### src/hw/rtl/rmq_sqrt.sv
// Pipelined integer square root, one result bit per stage.
module rmq_sqrt #(
   parameter int IN_W = 48,
   parameter int OUT_W = 24,
   parameter int TAG_W = 8
) (
   input  logic             clock,
   input  logic             en,
   input  logic [IN_W-1:0]  rad,
   input  logic [TAG_W-1:0] tag_in,
   output logic [OUT_W-1:0] root,
   output logic [TAG_W-1:0] tag_out
);
   logic [IN_W-1:0]  rem_ff [OUT_W+1];
   logic [OUT_W-1:0] res_ff [OUT_W+1];
   logic [TAG_W-1:0] tag_ff [OUT_W+1];

   assign rem_ff[0] = rad;
   assign res_ff[0] = '0;
   assign tag_ff[0] = tag_in;

   for (genvar k = 0; k < OUT_W; k++) begin : g_stage
      localparam int B = OUT_W - 1 - k;
      logic [IN_W+1:0] trial;
      logic [IN_W+1:0] rem_ext;
      logic [OUT_W-1:0] res_in;
      logic [IN_W-1:0]  rem_in;
      always_comb begin
         trial = ({2'b0, {(IN_W-OUT_W){1'b0}}, res_ff[k]} << (B + 1))
               + ({{(IN_W+1){1'b0}}, 1'b1} << (2 * B));
         rem_ext = {2'b0, rem_ff[k]};
         res_in = res_ff[k];
         rem_in = rem_ff[k];
         if (rem_ext >= trial) begin
            rem_in = IN_W'(rem_ext - trial);
            res_in[B] = 1'b1;
         end
      end
      always_ff @(posedge clock) begin
         if (en) begin
            rem_ff[k+1] <= rem_in;
            res_ff[k+1] <= res_in;
            tag_ff[k+1] <= tag_ff[k];
         end
      end
   end

   assign root = res_ff[OUT_W];
   assign tag_out = tag_ff[OUT_W];
endmodule

### config.mk
export PLATFORM = sky130hd
export DESIGN_NAME = rmq_sqrt
export DESIGN_NICKNAME = d
export VERILOG_FILES = /design/src/hw/rtl/rmq_sqrt.sv
export SDC_FILE = /design/constraint.sdc
export NUM_CORES = 2
export LEC_CHECK = 0
export BUFFER_PORTS_ARGS = -buffer_cell sky130_fd_sc_hd__buf_4
export CAP_MARGIN = 20
export CORE_MARGIN = 8
export CORE_UTILIZATION = 55
export DETAILED_ROUTE_END_ITERATION = 10
export GPL_TIMING_DRIVEN = 0
export PLACE_DENSITY = 0.84
export SLEW_MARGIN = 10
export SYNTH_ARGS = -nofsm -noshare
export SYNTH_HDL_FRONTEND = slang
export SYNTH_SLANG_ARGS = --single-unit
### constraint.sdc
create_clock -name clock -period 3.3 [get_ports clock]
set_clock_uncertainty 0.15 [all_clocks]
set_input_delay 0.66 -clock clock [delete_from_list [all_inputs] [get_ports clock]]
set_output_delay 0.66 -clock clock [all_outputs]
set_load 0.005 [all_outputs]
Word level (Yosys, flattened, before mapping)
Cells that the tools add are included.
{"block": "word_totals", "ff_bits": 1596, "latch_bits": 0, "ram_bits": 0, "rom_bits": 0, "input_bits": 58, "out_inout_bits": 32, "elab_cells": 188, "mem_count": 0}
{"block": "op_classes", "add_sub_neg": 46, "multipliers": 0, "n_div": 0, "order_cmp": 24, "eq_ne": 0, "n_shift": 0, "n_mux": 24, "n_bitwise": 0, "n_reduce_logical": 0}
{"op": "$mux W48", "n": 23}
{"op": "$add A47 B45 Y48 const B", "n": 1}
{"op": "$ge A48 B26 Y1", "n": 1}
{"op": "$ge A48 B27 Y1", "n": 1}
{"op": "$ge A48 B28 Y1", "n": 1}
{"op": "$ge A48 B29 Y1", "n": 1}
{"op": "$ge A48 B30 Y1", "n": 1}
{"op": "$ge A48 B31 Y1", "n": 1}
{"op": "$ge A48 B32 Y1", "n": 1}
{"op": "$ge A48 B33 Y1", "n": 1}
{"op": "$ge A48 B34 Y1", "n": 1}
{"op": "$ge A48 B35 Y1", "n": 1}
{"op": "$ge A48 B36 Y1", "n": 1}
{"op": "$ge A48 B37 Y1", "n": 1}
{"op": "$ge A48 B38 Y1", "n": 1}
{"op": "$ge A48 B39 Y1", "n": 1}
{"op": "$ge A48 B40 Y1", "n": 1}
{"op": "$ge A48 B41 Y1", "n": 1}
{"op": "$ge A48 B42 Y1", "n": 1}
{"op": "$ge A48 B43 Y1", "n": 1}
{"op": "$ge A48 B44 Y1", "n": 1}
{"op": "$ge A48 B45 Y1", "n": 1}
{"op": "$ge A48 B46 Y1", "n": 1}
{"op": "$ge A48 B47 Y1", "n": 1}
{"op": "other kinds (48)", "n": 48}

Longest topological paths before layout
{"block": "logic_depth", "ltp_word": 3, "ltp_mapped": 13, "mapped_depth_nobuf": 11}

Least setup slack after synthesis
OpenSTA, ideal clock, no wires.
{"block": "synth_timing", "kind": "register to register", "from": "reg rem_ff (netlist bit g_stage[20].rem_ext[14])", "to": "reg rem_ff (netlist bit g_stage[21].rem_ext[37]), data pin", "setup_time_ns": 0.267, "arrival_time_ns": 3.019, "required_ns": 2.883, "slack_ns": -0.137, "path_stages_with_launch": 11, "path_buffers": 1, "period_less_slack_ns": 3.437, "path_cell_list": "edfxtp_1 -> ha_1 -> a211o_1 -> a21oi_1 -> o2bb2ai_1 -> a2111oi_1 -> a211oi_1 -> or4b_1 -> clkbuf_1 -> nor4_2 -> xor2_1"}
{"block": "synth_between", "elab_chain_len": 2, "elab_cells_between_ends": 3, "classes_between": "add/sub (1); order compare (1); mux (1)"}
{"element": "start: declaration", "line": "14", "source": "logic [IN_W-1:0] rem_ff [OUT_W+1];"}
{"element": "start signal: indexed assignment", "line": "41", "source": "rem_ff[k+1] <= rem_in;"}
{"element": "$sub A48 B29 Y48 / $ge A48 B29 Y1 (equally long branches)", "line": "35, 34"}
{"element": "$mux W48 (*)", "line": "34", "source": "if (rem_ext >= trial) begin"}
{"element": "via g_stage[20].rem_in[37]", "line": "27", "source": "logic [IN_W-1:0] rem_in;"}
Mark *: on every way through the listed nets, which the timed path passes. The rest lies on a longest branch.
A chain may end at the register's enable or synchronous reset.

Final worst setup path
{"block": "layout_timing", "from": "reg res_ff (netlist bit g_stage[20].res_in[14])", "to": "reg rem_ff (netlist bit g_stage[21].rem_ext[39]), data pin"}
{"block": "layout_between", "elab_chain_len": 3, "elab_cells_between_ends": 4, "classes_between": "add/sub (2); order compare (1); mux (1)"}
{"element": "start: declaration", "line": "15", "source": "logic [OUT_W-1:0] res_ff [OUT_W+1];"}
{"element": "start signal: indexed assignment", "line": "42", "source": "res_ff[k+1] <= res_in;"}
{"element": "$add A28 B7 Y29 (*)", "line": "30", "source": "+ ({{(IN_W+1){1'b0}}, 1'b1} << (2 * B));"}
{"element": "$sub A48 B29 Y48 / $ge A48 B29 Y1 (equally long branches)", "line": "35, 34"}
{"element": "$mux W48 (*)", "line": "34"}
{"element": "via g_stage[20].rem_in[39]", "line": "27"}
Marks and branches as above.

==> metrics.cfg <==
[clocking]
root_buffer=clkbuf_16
cts_buffer_depth=3
clkLatencyLatePin_ns=0.84
cts_tree=yes
clk_pin_slew_ns=0.06
htree_levels=4
cts_made_buffers=164
cts_sinks=1596

[floorplanning]
initial_utilization=0.555
dieArea_um2=145000
io_pins=90
rows=133
die_w_um=380
coreArea_um2=132000
die_h_um=380

[critical_path]
rrSetupSlack_ns=-0.08
worstPathCellList=inv_1, ha_4, buf_4, a21oi_1, o21ai_0, o2bb2ai_2, a2111oi_4, buf_4, a211oi_4, or4b_4, buf_4, nor3_4, xor2_1
crit_type=reg -> reg
worst-r2r-cell-count=13
crit_family=compound AO/OA/AOI/OAI gates
crit_top_cell=buf_4
rr_endpoint=g_stage[21].rem_ext[39]
max_stage_delay_ns=0.58
cp-start-kind=flip-flop
reg2reg_from=g_stage[20].res_in[14]
worstPathArrival_ns=3.74
cp-end-kind=flip-flop
worst-endpoint-required_ns=3.66
worst-path-buf-inv=4
cpMaxStageDelayCell=or4b_4
crit_path_max_fanout=7

[cells_and_area]
drive_gt1_frac=0.152
nNetsFinal=6365
syn2layout_area_growth_pct=17.9
antenna_cells=0
nFillCells=8534

[yosys]
synth.top_cell.area_share=0.656
netlist.top_cell.by_area=edfxtp_1
synth_flop_cell=edfxtp_1
postSynthAreaPerCell_um2=13.2
syn-num-nets=5902
synth_most_common_cell=edfxtp_1
netlist_area_um2=73000
ys_types=90
async_reset_ff_frac=0
synth_area_leaders=edfxtp_1 (66%), ha_1 (5.5%), xor2_1 (2.8%)
yosys_warnings=0
synthTopCellsByCount=edfxtp_1 (1,596), inv_1 (404), nand2_1 (330)
ys_seq_elements=1596
synth-seq-area-share=0.656
synth_edf_count=1596
syn_inst=5522

[routing]
wl_per_cell_um=21.4
routed_via_density=6.04
drc=0
drtIter0Drc=4166
via_count=47500
firstDrtPassIters=8
routed_wl_mm=169
drtAntennaViolNets=0

[global_routing]
gr-total-overflow=0
first_global_vias=47900
grt_max_degree=194
grt_pass1_wl_mm=253
antenna_found_initial=1
groute.usage.overall=0.217

[timing]
fmaxAchievable_mhz=296
setup_viol=9
period_minus_slack_ns=3.38
fin_ws_ns=-0.0759
grt_setup_unrepaired=true
tightestPinTransition_ns=1.05
finalHoldViolCount=0
relSlewSlack=0.296
fin_hold_ws_ns=0.0651
fin_crit_sh=1.02
final_max_slew_viol_count=0

[power]
power_mw=56.5
powerDensity_nw_per_um2=656
vdd_drop_max_mv=0.556
p_leak_nw=31.9

[place]
io_buffers=89
place_congestion=1.02
place_hpwl_mm=106
place_ws_ns=-1.19

[min_path]
hold_path_depth=3
hold_path_class=in -> reg
holdPathEnd=g_stage[1].rem_ext[47]
worstHoldStart=rad[47]

[run_status]
violations=setup timing
status=finished with violations

[job]
maxCapViolations=0

## worst max-delay path by stage
stage | from | slack, ns | endpoint | cells past startpoint
finish | g_stage[20].res_in[14] | -0.08 | g_stage[21].rem_ext[39] | 13
global placement | en | -11.79 | g_stage[23].rem_ext[0] | 1
detailed placement | en | -1.19 | root[2] | 5
global route | g_stage[21].res_in[3] | -0.18 | g_stage[22].rem_ext[46] | 11
floorplan | g_stage[15].rem_ext[35] | -0.06 | g_stage[16].rem_ext[27] | 10
CTS | g_stage[15].rem_ext[35] | -0.12 | g_stage[16].rem_ext[27] | 10
## stage by stage
step,std cells,TNS [ns],util,cell area (um2)
finish,7872,-0.347,0.654,86100
global route,7872,-2.99,0.654,86100
CTS,7795,-0.302,0.640,84300
detailed placement,7381,-754.87,0.579,76200
global placement,7366,-,0.577,75900
floorplan,5522,-0.0622,-,73000
## worst reg2reg max path, stage by stage (launching register included)
cell	delay (ns)
edfxtp_1	0.41
inv_1	0.14
ha_4	0.23
buf_4	0.15
a21oi_1	0.21
o21ai_0	0.19
o2bb2ai_2	0.18
a2111oi_4	0.19
buf_4	0.20
a211oi_4	0.09
or4b_4	0.58
buf_4	0.18
nor3_4	0.10
xor2_1	0.08
## report_power, final
part / internal, mW / switching (mW) / leakage [nW] / total, mW
clock: 10.8 / 8.06 / 2.64 / 18.9
sequential: 25.3 / 1.73 / 15.3 / 27.0
combinational: 4.59 / 5.99 / 13.9 / 10.6
total: 40.7 / 15.8 / 31.9 / 56.5
## final cells by class
| class | instances | area [um2] | area share |
|---|---|---|---|
| plain buffers | 89 | 566 | 0.00657 |
| clock buffers | 197 | 4230 | 0.0491 |
| clock inverters | 101 | 1310 | 0.0152 |
| inverters | 405 | 1540 | 0.0178 |
| multi-input cells | 3411 | 25500 | 0.296 |
| flip-flops and latches | 1596 | 47900 | 0.557 |
| well taps | 1755 | 2200 | 0.0255 |
| repair buffers | 318 | 2850 | 0.0331 |
## sequential cells by signal (all words and copies together), names as in the netlist
name             count
tag_out              8
root                24
tag_ff             184
g_stage.rem_ext   1104
g_stage.res_in     276
## layer usage
metal	GRT usage	vias to the layer above	share of wire
met5	0	-	0
met4	0.138	0	0.070
met3	0.0384	674	0.057
met2	0.424	2196	0.54
met1	0.206	22900	0.33
li1	-	21800	-
## kinds of logic after synthesis
logic type / synth area share
AND/OR/NAND/NOR: 0.116
buffers and inverters: 0.0274
flip-flops: 0.656
XOR/XNOR: 0.0548
adder cells (fa/ha/maj): 0.0552
multiplexers: 0.00440
AO/OA/AOI/OAI: 0.0855
## cell usage in the layout, fill, tap and decap left out, types with 26 or more instances in the layout
master,count
dlygate4sd3_1,54
clkbuf_2,26
o21a_1,69
buf_4,247
clkbuf_16,166
or2_2,29
nand3_1,84
ha_1,258
ha_4,49
inv_1,396
nor2_1,308
clkbuf_1,56
o21ai_0,256
a21oi_1,263
nand2b_1,58
edfxtp_1,1596
clkinv_1,36
nand3b_1,29
nor3_1,129
nor4_1,155
xor2_1,230
o31ai_1,36
nor2b_1,42
or3_1,54
xnor2_1,226
nand2_1,330
nand4_1,94
a21o_1,98
## repair_timing
action | in CTS | in global routing
resized for setup | 291 | 246
buffers inserted | 72 | 83
hold endpoints to repair | 54 | 0
setup endpoints to repair | 672 | 507
hold buffers | 54 | 0
cloned | 4 | 3
pin swaps | 53 | 99
Note: power is estimated with default switching activity, not from simulation.
