$ cat src/hw/rtl/rmq_div_lane.sv
// One divider lane: rounded P*2^(F-2)/V by restoring, one bit per stage; sign rides along.
module rmq_div_lane #(
   parameter int NUM_W = 32,
   parameter int DEN_W = 24
) (
   input  logic             clock,
   input  logic             en,
   input  logic [NUM_W-1:0] num,
   input  logic             neg,
   input  logic [DEN_W-1:0] den,
   output logic [NUM_W-1:0] quo,
   output logic             neg_out
);
   localparam int R_W = DEN_W + 2;
   logic [NUM_W-1:0] n_ff [NUM_W+1];
   logic [R_W-1:0]   r_ff [NUM_W+1];
   logic [DEN_W-1:0] d_ff [NUM_W+1];
   logic             s_ff [NUM_W+1];

   assign n_ff[0] = num;
   assign r_ff[0] = '0;
   assign d_ff[0] = den;
   assign s_ff[0] = neg;

   for (genvar k = 0; k < NUM_W; k++) begin : g_stage
      logic [R_W-1:0]   sh;
      logic [R_W-1:0]   r_in;
      logic [NUM_W-1:0] n_in;
      always_comb begin
         sh = {r_ff[k][R_W-2:0], n_ff[k][NUM_W-1]};
         n_in = {n_ff[k][NUM_W-2:0], 1'b0};
         r_in = sh;
         if (sh >= {2'b0, d_ff[k]}) begin
            r_in = sh - {2'b0, d_ff[k]};
            n_in[0] = 1'b1;
         end
      end
      always_ff @(posedge clock) begin
         if (en) begin
            n_ff[k+1] <= n_in;
            r_ff[k+1] <= r_in;
            d_ff[k+1] <= d_ff[k];
            s_ff[k+1] <= s_ff[k];
         end
      end
   end

   assign quo = n_ff[NUM_W];
   assign neg_out = s_ff[NUM_W];
endmodule

$ cat config.mk
export PLATFORM = sky130hd
export DESIGN_NAME = rmq_div_lane
export DESIGN_NICKNAME = d
export VERILOG_FILES = /design/src/hw/rtl/rmq_div_lane.sv
export SDC_FILE = /design/constraint.sdc
export NUM_CORES = 2
export LEC_CHECK = 0
export BUFFER_PORTS_ARGS = -buffer_cell sky130_fd_sc_hd__buf_2
export CAP_MARGIN = 20
export CORE_ASPECT_RATIO = 1.5
export CORE_MARGIN = 2
export CORE_UTILIZATION = 50
export CTS_CLUSTER_SIZE = 28
export DETAILED_ROUTE_END_ITERATION = 6
export PLACE_DENSITY = 0.66
export SYNTH_ARGS = -nofsm -noshare
export SYNTH_HDL_FRONTEND = slang
export SYNTH_SLANG_ARGS = --single-unit
$ cat constraint.sdc
create_clock -name clock -period 9.82 [get_ports clock]
set_clock_uncertainty 0.15 [all_clocks]
set_input_delay 0 -clock clock [delete_from_list [all_inputs] [get_ports clock]]
set_output_delay 0 -clock clock [all_outputs]
set_load 0.03 [all_outputs]
# ---- After elaboration in Yosys (flattened, before gate mapping)
# Index checks and enable logic that the tools add are counted.
dict set report totals {
  inputBits 59
  register_bits 2575
  out_inout_bits 33
  wordCells 253
}
dict set report op_classes {
  magnitude_cmp 32
  n_mux 63
  n_addsub 31
}
# operator count
set ops {}
lappend ops {{26-bit by 24-bit >= comparator with 1-bit output} 31}
lappend ops {{25-bit two-way mux} 30}
lappend ops {{25-bit by 24-bit subtractor with 25-bit output} 30}
lappend ops {{1-bit two-way mux} 33}
lappend ops {{1-bit by 24-bit subtractor with 25-bit output} 1}
lappend ops {{1-bit by 24-bit >= comparator with 1-bit output} 1}

# ---- Longest topological paths before layout
dict set report depth {
  depth_word 2
  mapped_depth 15
  depth_no_buf 14
}

# ---- Worst setup path after synthesis
# Ideal clock, no wire load.
dict set report synth_timing {
  path_type {flip-flop to flip-flop}
  from {register n_ff, in the netlist g_stage[30].sh[0]}
  to {register r_ff, in the netlist g_stage[31].sh[10] (data pin)}
  arrival_time_ps 3367
  n_path_buf 1
  path_stages_with_launch 15
  slack_ps 6043
  setup_ps 260
  path_cell_list {edfxtp_1 -> inv_1 -> ha_1 -> inv_1 -> fa_1 -> a211oi_2 -> o21ai_1 -> a21oi_2 -> a21oi_2 -> a311o_2 -> a31oi_4 -> o21ai_2 -> a2111oi_4 -> buf_6 -> mux2_2}
}
dict set report synth_between {
  elab_chain_cells 2
  word_cells_on_any_way 3
  classes_between {add/sub (1); order compare (1); mux (1)}
}
# element line_no
set synth_lines {}
lappend synth_lines {{from (decl)} 15} ;# logic [NUM_W-1:0] n_ff [NUM_W+1];
lappend synth_lines {{from (signal, indexed assignment)} 40} ;# n_ff[k+1] <= n_in;
lappend synth_lines {{25-bit by 24-bit subtractor with 25-bit output / 26-bit by 24-bit >= comparator with 1-bit output (equally long branches)} {34, 33}}
lappend synth_lines {{25-bit two-way mux (*)} 33} ;# if (sh >= {2'b0, d_ff[k]}) begin
lappend synth_lines {{via g_stage[30].r_in[9]} 27} ;# logic [R_W-1:0] r_in;
lappend synth_lines {{to (signal, indexed assignment)} 41} ;# r_ff[k+1] <= r_in;
lappend synth_lines {{to (decl)} 16} ;# logic [R_W-1:0] r_ff [NUM_W+1];
# The timed path passes the listed nets; every way through them passes the cells marked *.
# A chain may end at the register's enable or synchronous reset.

# ---- Final worst setup path
dict set report layout_timing {
  from {register n_ff, in the netlist g_stage[17].sh[0]}
  to {register r_ff, in the netlist g_stage[18].sh[16] (data pin)}
}
dict set report layout_between {
  elab_chain_cells 2
  word_cells_on_any_way 3
  classes_between {add/sub (1); order compare (1); mux (1)}
}
# element line_no
set layout_lines {}
lappend layout_lines {{25-bit by 24-bit subtractor with 25-bit output / 26-bit by 24-bit >= comparator with 1-bit output (equally long branches)} {34, 33}}
lappend layout_lines {{25-bit two-way mux (*)} 33}
lappend layout_lines {{via g_stage[17].r_in[15]} 27}
# Marked as above.

==> impl_metrics.env <==
export IMPL_syn_area_per_cell_um2=12.6
export IMPL_rsz0062_at_grt="false"
export IMPL_post_cts_resized=0
export IMPL_fin_tns_setup_ps=0
export IMPL_hold_worst_slack_ps=93.7
export IMPL_worstSetupPathType="reg -> reg"
export IMPL_port_buffers=91
export IMPL_internal_power_mw=28.6
export IMPL_worstPathArrival_ps=4850
export IMPL_powerDensity_nw_per_um2=317
export IMPL_wl_per_cell_um=20.5
export IMPL_start_kind="register"
export IMPL_seq_power_share=0.384
export IMPL_globalplace_congestion=0.969
export IMPL_synth_area_um2=124000
export IMPL_ys_seq_area_frac=0.622
export IMPL_grt_max_degree=177
export IMPL_synth_largest_area_cell="edfxtp_1"
export IMPL_synth_area_leaders="edfxtp_1 (62%), ha_1 (7.5%), a21oi_1 (3.0%), inv_1 (2.8%), o21ai_0 (2.6%)"
export IMPL_post_cts_repair_setup_buffers=0
export IMPL_swShare=0.351
export IMPL_n_fill_cell=20100
export IMPL_yosys_warnings=0
export IMPL_cts_root_buf="clkbuf_16"
export IMPL_clock_fmax_mhz=225
export IMPL_ys_async_sr_fraction=0
export IMPL_antenna_found_initial=5
export IMPL_dpl_hpwl_mm=204
export IMPL_cts_sinks=2575
export IMPL_h_tree_depth=5
export IMPL_grt_overflow_total=0
export IMPL_tightest_slew_ps=1190
export IMPL_clock_latency_ps=850
export IMPL_start_util=0.502
export IMPL_wl_mm=280
export IMPL_final_layout_size_suffix_gt1_frac=0.0832
export IMPL_cp_max_fo=35
export IMPL_drcViolationCount=0
export IMPL_fin_nets=11000
export IMPL_cp_slowest_cell="a21oi_1"
export IMPL_clkPwrFrac=0.229
export IMPL_grt_pass1_wl_mm=431
export IMPL_cts_buffers=266
export IMPL_io_pin_count=92
export IMPL_clk_pin_slew_ps=60
export IMPL_rows=224
export IMPL_yosysUniqueCellTypes=85
export IMPL_synth_edff_count=2575
export IMPL_crit_required_ps=10230
export IMPL_synth_cells=9831
export IMPL_firstDrtPassIters=6
export IMPL_cts_hold_buf=115
export IMPL_slew_limit_headroom=0.198
export IMPL_hold_path_class="in -> reg"
export IMPL_ant_nets=0
export IMPL_die_area_um2=253000
export IMPL_fin_crit_sh=0.453
export IMPL_irDropWorstVdd_uv=206
export IMPL_synth_top_area_frac=0.622
export IMPL_synth_seq_cells=2575
export IMPL_cp_slowest_stage_delay_ps=450
export IMPL_area_growth_pct=11.5
export IMPL_die_h_um=615
export IMPL_track_usage=0.218
export IMPL_fin_crit_ps=4450
export IMPL_ys_flop_type="edfxtp_1"
export IMPL_final_setup_viol_count=0
export IMPL_die_w_um=411
export IMPL_drv_cap=0
export IMPL_core_area_um2=248000
export IMPL_crit_buf_inv=4
export IMPL_status="completed"
export IMPL_crit_family="compound AO/OA/AOI/OAI gates"
export IMPL_worst_setup_path_end_kind="register"
export IMPL_routed_via_density=5.60
export IMPL_slew_viol_final=0
export IMPL_worstPathCellList="inv_1 > ha_1 > inv_1 > fa_1 > a21oi_1 > o21ai_0 > a21oi_1 > a211oi_1 > o22ai_1 > o21ai_0 > a21oi_2 > buf_4 > inv_1 > mux2_2"
export IMPL_hold_violations=0
export IMPL_p_leak_nw=53.8
export IMPL_cts_tree="done"
export IMPL_power_switching_mw=15.4
export IMPL_syn_num_nets=10700
export IMPL_grt_pass1_vias=77300
export IMPL_cts_buffer_depth=4
export IMPL_vias=76400
export IMPL_drt_iter0_drc=5436
export IMPL_cp_common_cell="inv_1"
export IMPL_power_frac_comb=0.386
-- final timing paths --
kind	startpoint	end	slack [ps]	cells after the start
hold reg to reg	g_stage[3].n_in[12]	g_stage[4].n_in[13]	240	0
setup reg to reg	g_stage[17].sh[0]	g_stage[18].sh[16]	5370	14
setup / recovery	g_stage[17].sh[0]	g_stage[18].sh[16]	5370	14
hold / removal	den[23]	g_stage[1].sh[4]	90	4
-- final cells by class --
cell class                      instances  area, um^2  share of cell area
Antenna cell                            6        15.0            0.000108
Clock buffer                          314        7010              0.0506
Clock inverter                        141        1560              0.0112
Inverter                              941        3530              0.0255
Multi-Input combinational cell       6122       42800               0.309
Sequential cell                      2575       77300               0.558
Tap cell                             3277        4100              0.0296
Timing Repair Buffer                  270        2300              0.0166
-- worst register-to-register path: stages (launching register included) --
cell and delay, ps:
edfxtp_1 360, inv_1 80, ha_1 160, inv_1 50, fa_1 400, a21oi_1 220
o21ai_0 140, a21oi_1 450, a211oi_1 200, o22ai_1 450, o21ai_0 240, a21oi_2 440
buf_4 420, inv_1 150, mux2_2 290
-- registers in the layout, indices dropped and copies added (netlist names) --
name,cells
d_ff,744
g_stage.sh,806
g_stage.n_in,961
quo,32
neg_out,1
s_ff,31
-- Yosys cell counts, types with 61 or more instances --
master and n:
nor3_1 134, o21ai_0 637, edfxtp_1 2575, nand3_1 158, xor2_1 252, a21o_1 303, nand2_1 665, xnor2_1 340
a211oi_1 75, o31ai_1 61, mux2_2 235, o21a_1 102, ha_1 746, clkbuf_1 162, and3_1 76, nand2b_1 90
nor2b_1 90, a31oi_1 71, nor2_1 568, nand4_1 104, o21bai_1 85, inv_1 941, a21oi_1 744
-- routing by layer --
| layer | routed length, um | global-route usage |
|---|---|---|
| met5 | 0 | 0 |
| met4 | 15900 | 0.113 |
| met3 | 10500 | 0.0272 |
| met2 | 150000 | 0.408 |
| met1 | 104000 | 0.239 |
-- cells in the final DEF, fill, tap and decap left out, types with 29 or more instances in the layout --
cell type	synthesis	layout
buf_4	1	43
clkbuf_16	0	274
xor2_1	252	252
nand3_1	158	158
o21bai_1	85	85
or2_2	37	37
nand4_1	104	104
o211ai_1	40	40
inv_1	941	941
or3_1	41	41
a21oi_1	744	740
a31oi_1	71	67
o21ai_0	637	635
fa_1	30	30
nor4_1	40	40
o31ai_1	61	61
xnor2_1	340	340
nor2b_1	90	90
nor2_1	568	567
dlygate4sd3_1	0	115
and3_1	76	76
nor3_1	134	134
nand2b_1	90	90
clkinv_2	0	36
nand2_1	665	665
edfxtp_1	2575	2575
ha_1	746	746
o21a_1	102	102
clkbuf_1	162	40
mux2_2	235	235
buf_2	19	94
a21o_1	303	303
a211oi_1	75	75
clkinv_1	0	43
bufinv_16	0	29
-- power by group through the flow --
stage	logic, mW	registers (mW)	clock network (mW)
4_1_cts	16.9	16.9	10.4
3_3_place_gp	16.4	17.1	0
6_report	17.0	16.9	10.1
3_5_place_dp	16.7	17.1	0
5_1_grt	18.9	17.1	10.8
2_1_floorplan	12.8	16.3	0
-- kinds of logic (layout without fill, tap and decap cells) --
kind of cell               count (synthesis)  after routing  share of synthesized area
AOI/OAI and AO/OA                       2408           2408                      0.120
xor gates and xnor gates                 592            592                     0.0417
adders and majority gates                776            776                     0.0800
buffers and inverters                   1134           1666                     0.0346
DFF                                     2575           2575                      0.622
muxes                                    250            250                     0.0225
other                                      0              6                          0
and+or+nand+nor                         2096           2096                     0.0788
-- per-stage QoR --
step	utilization	power [mW]	worst slack, ps	cells	area [um^2]
global placement	0.520	33.5	5330	13100	129000
floorplan	-	29.1	6040	9831	124000
detailed placement	0.520	33.8	5350	13100	129000
CTS	0.559	44.2	5330	13600	139000
global route	0.559	46.8	5070	13600	139000
finish	0.559	44.0	5370	13600	139000
No activity file was read; power rests on OpenSTA's default activity.
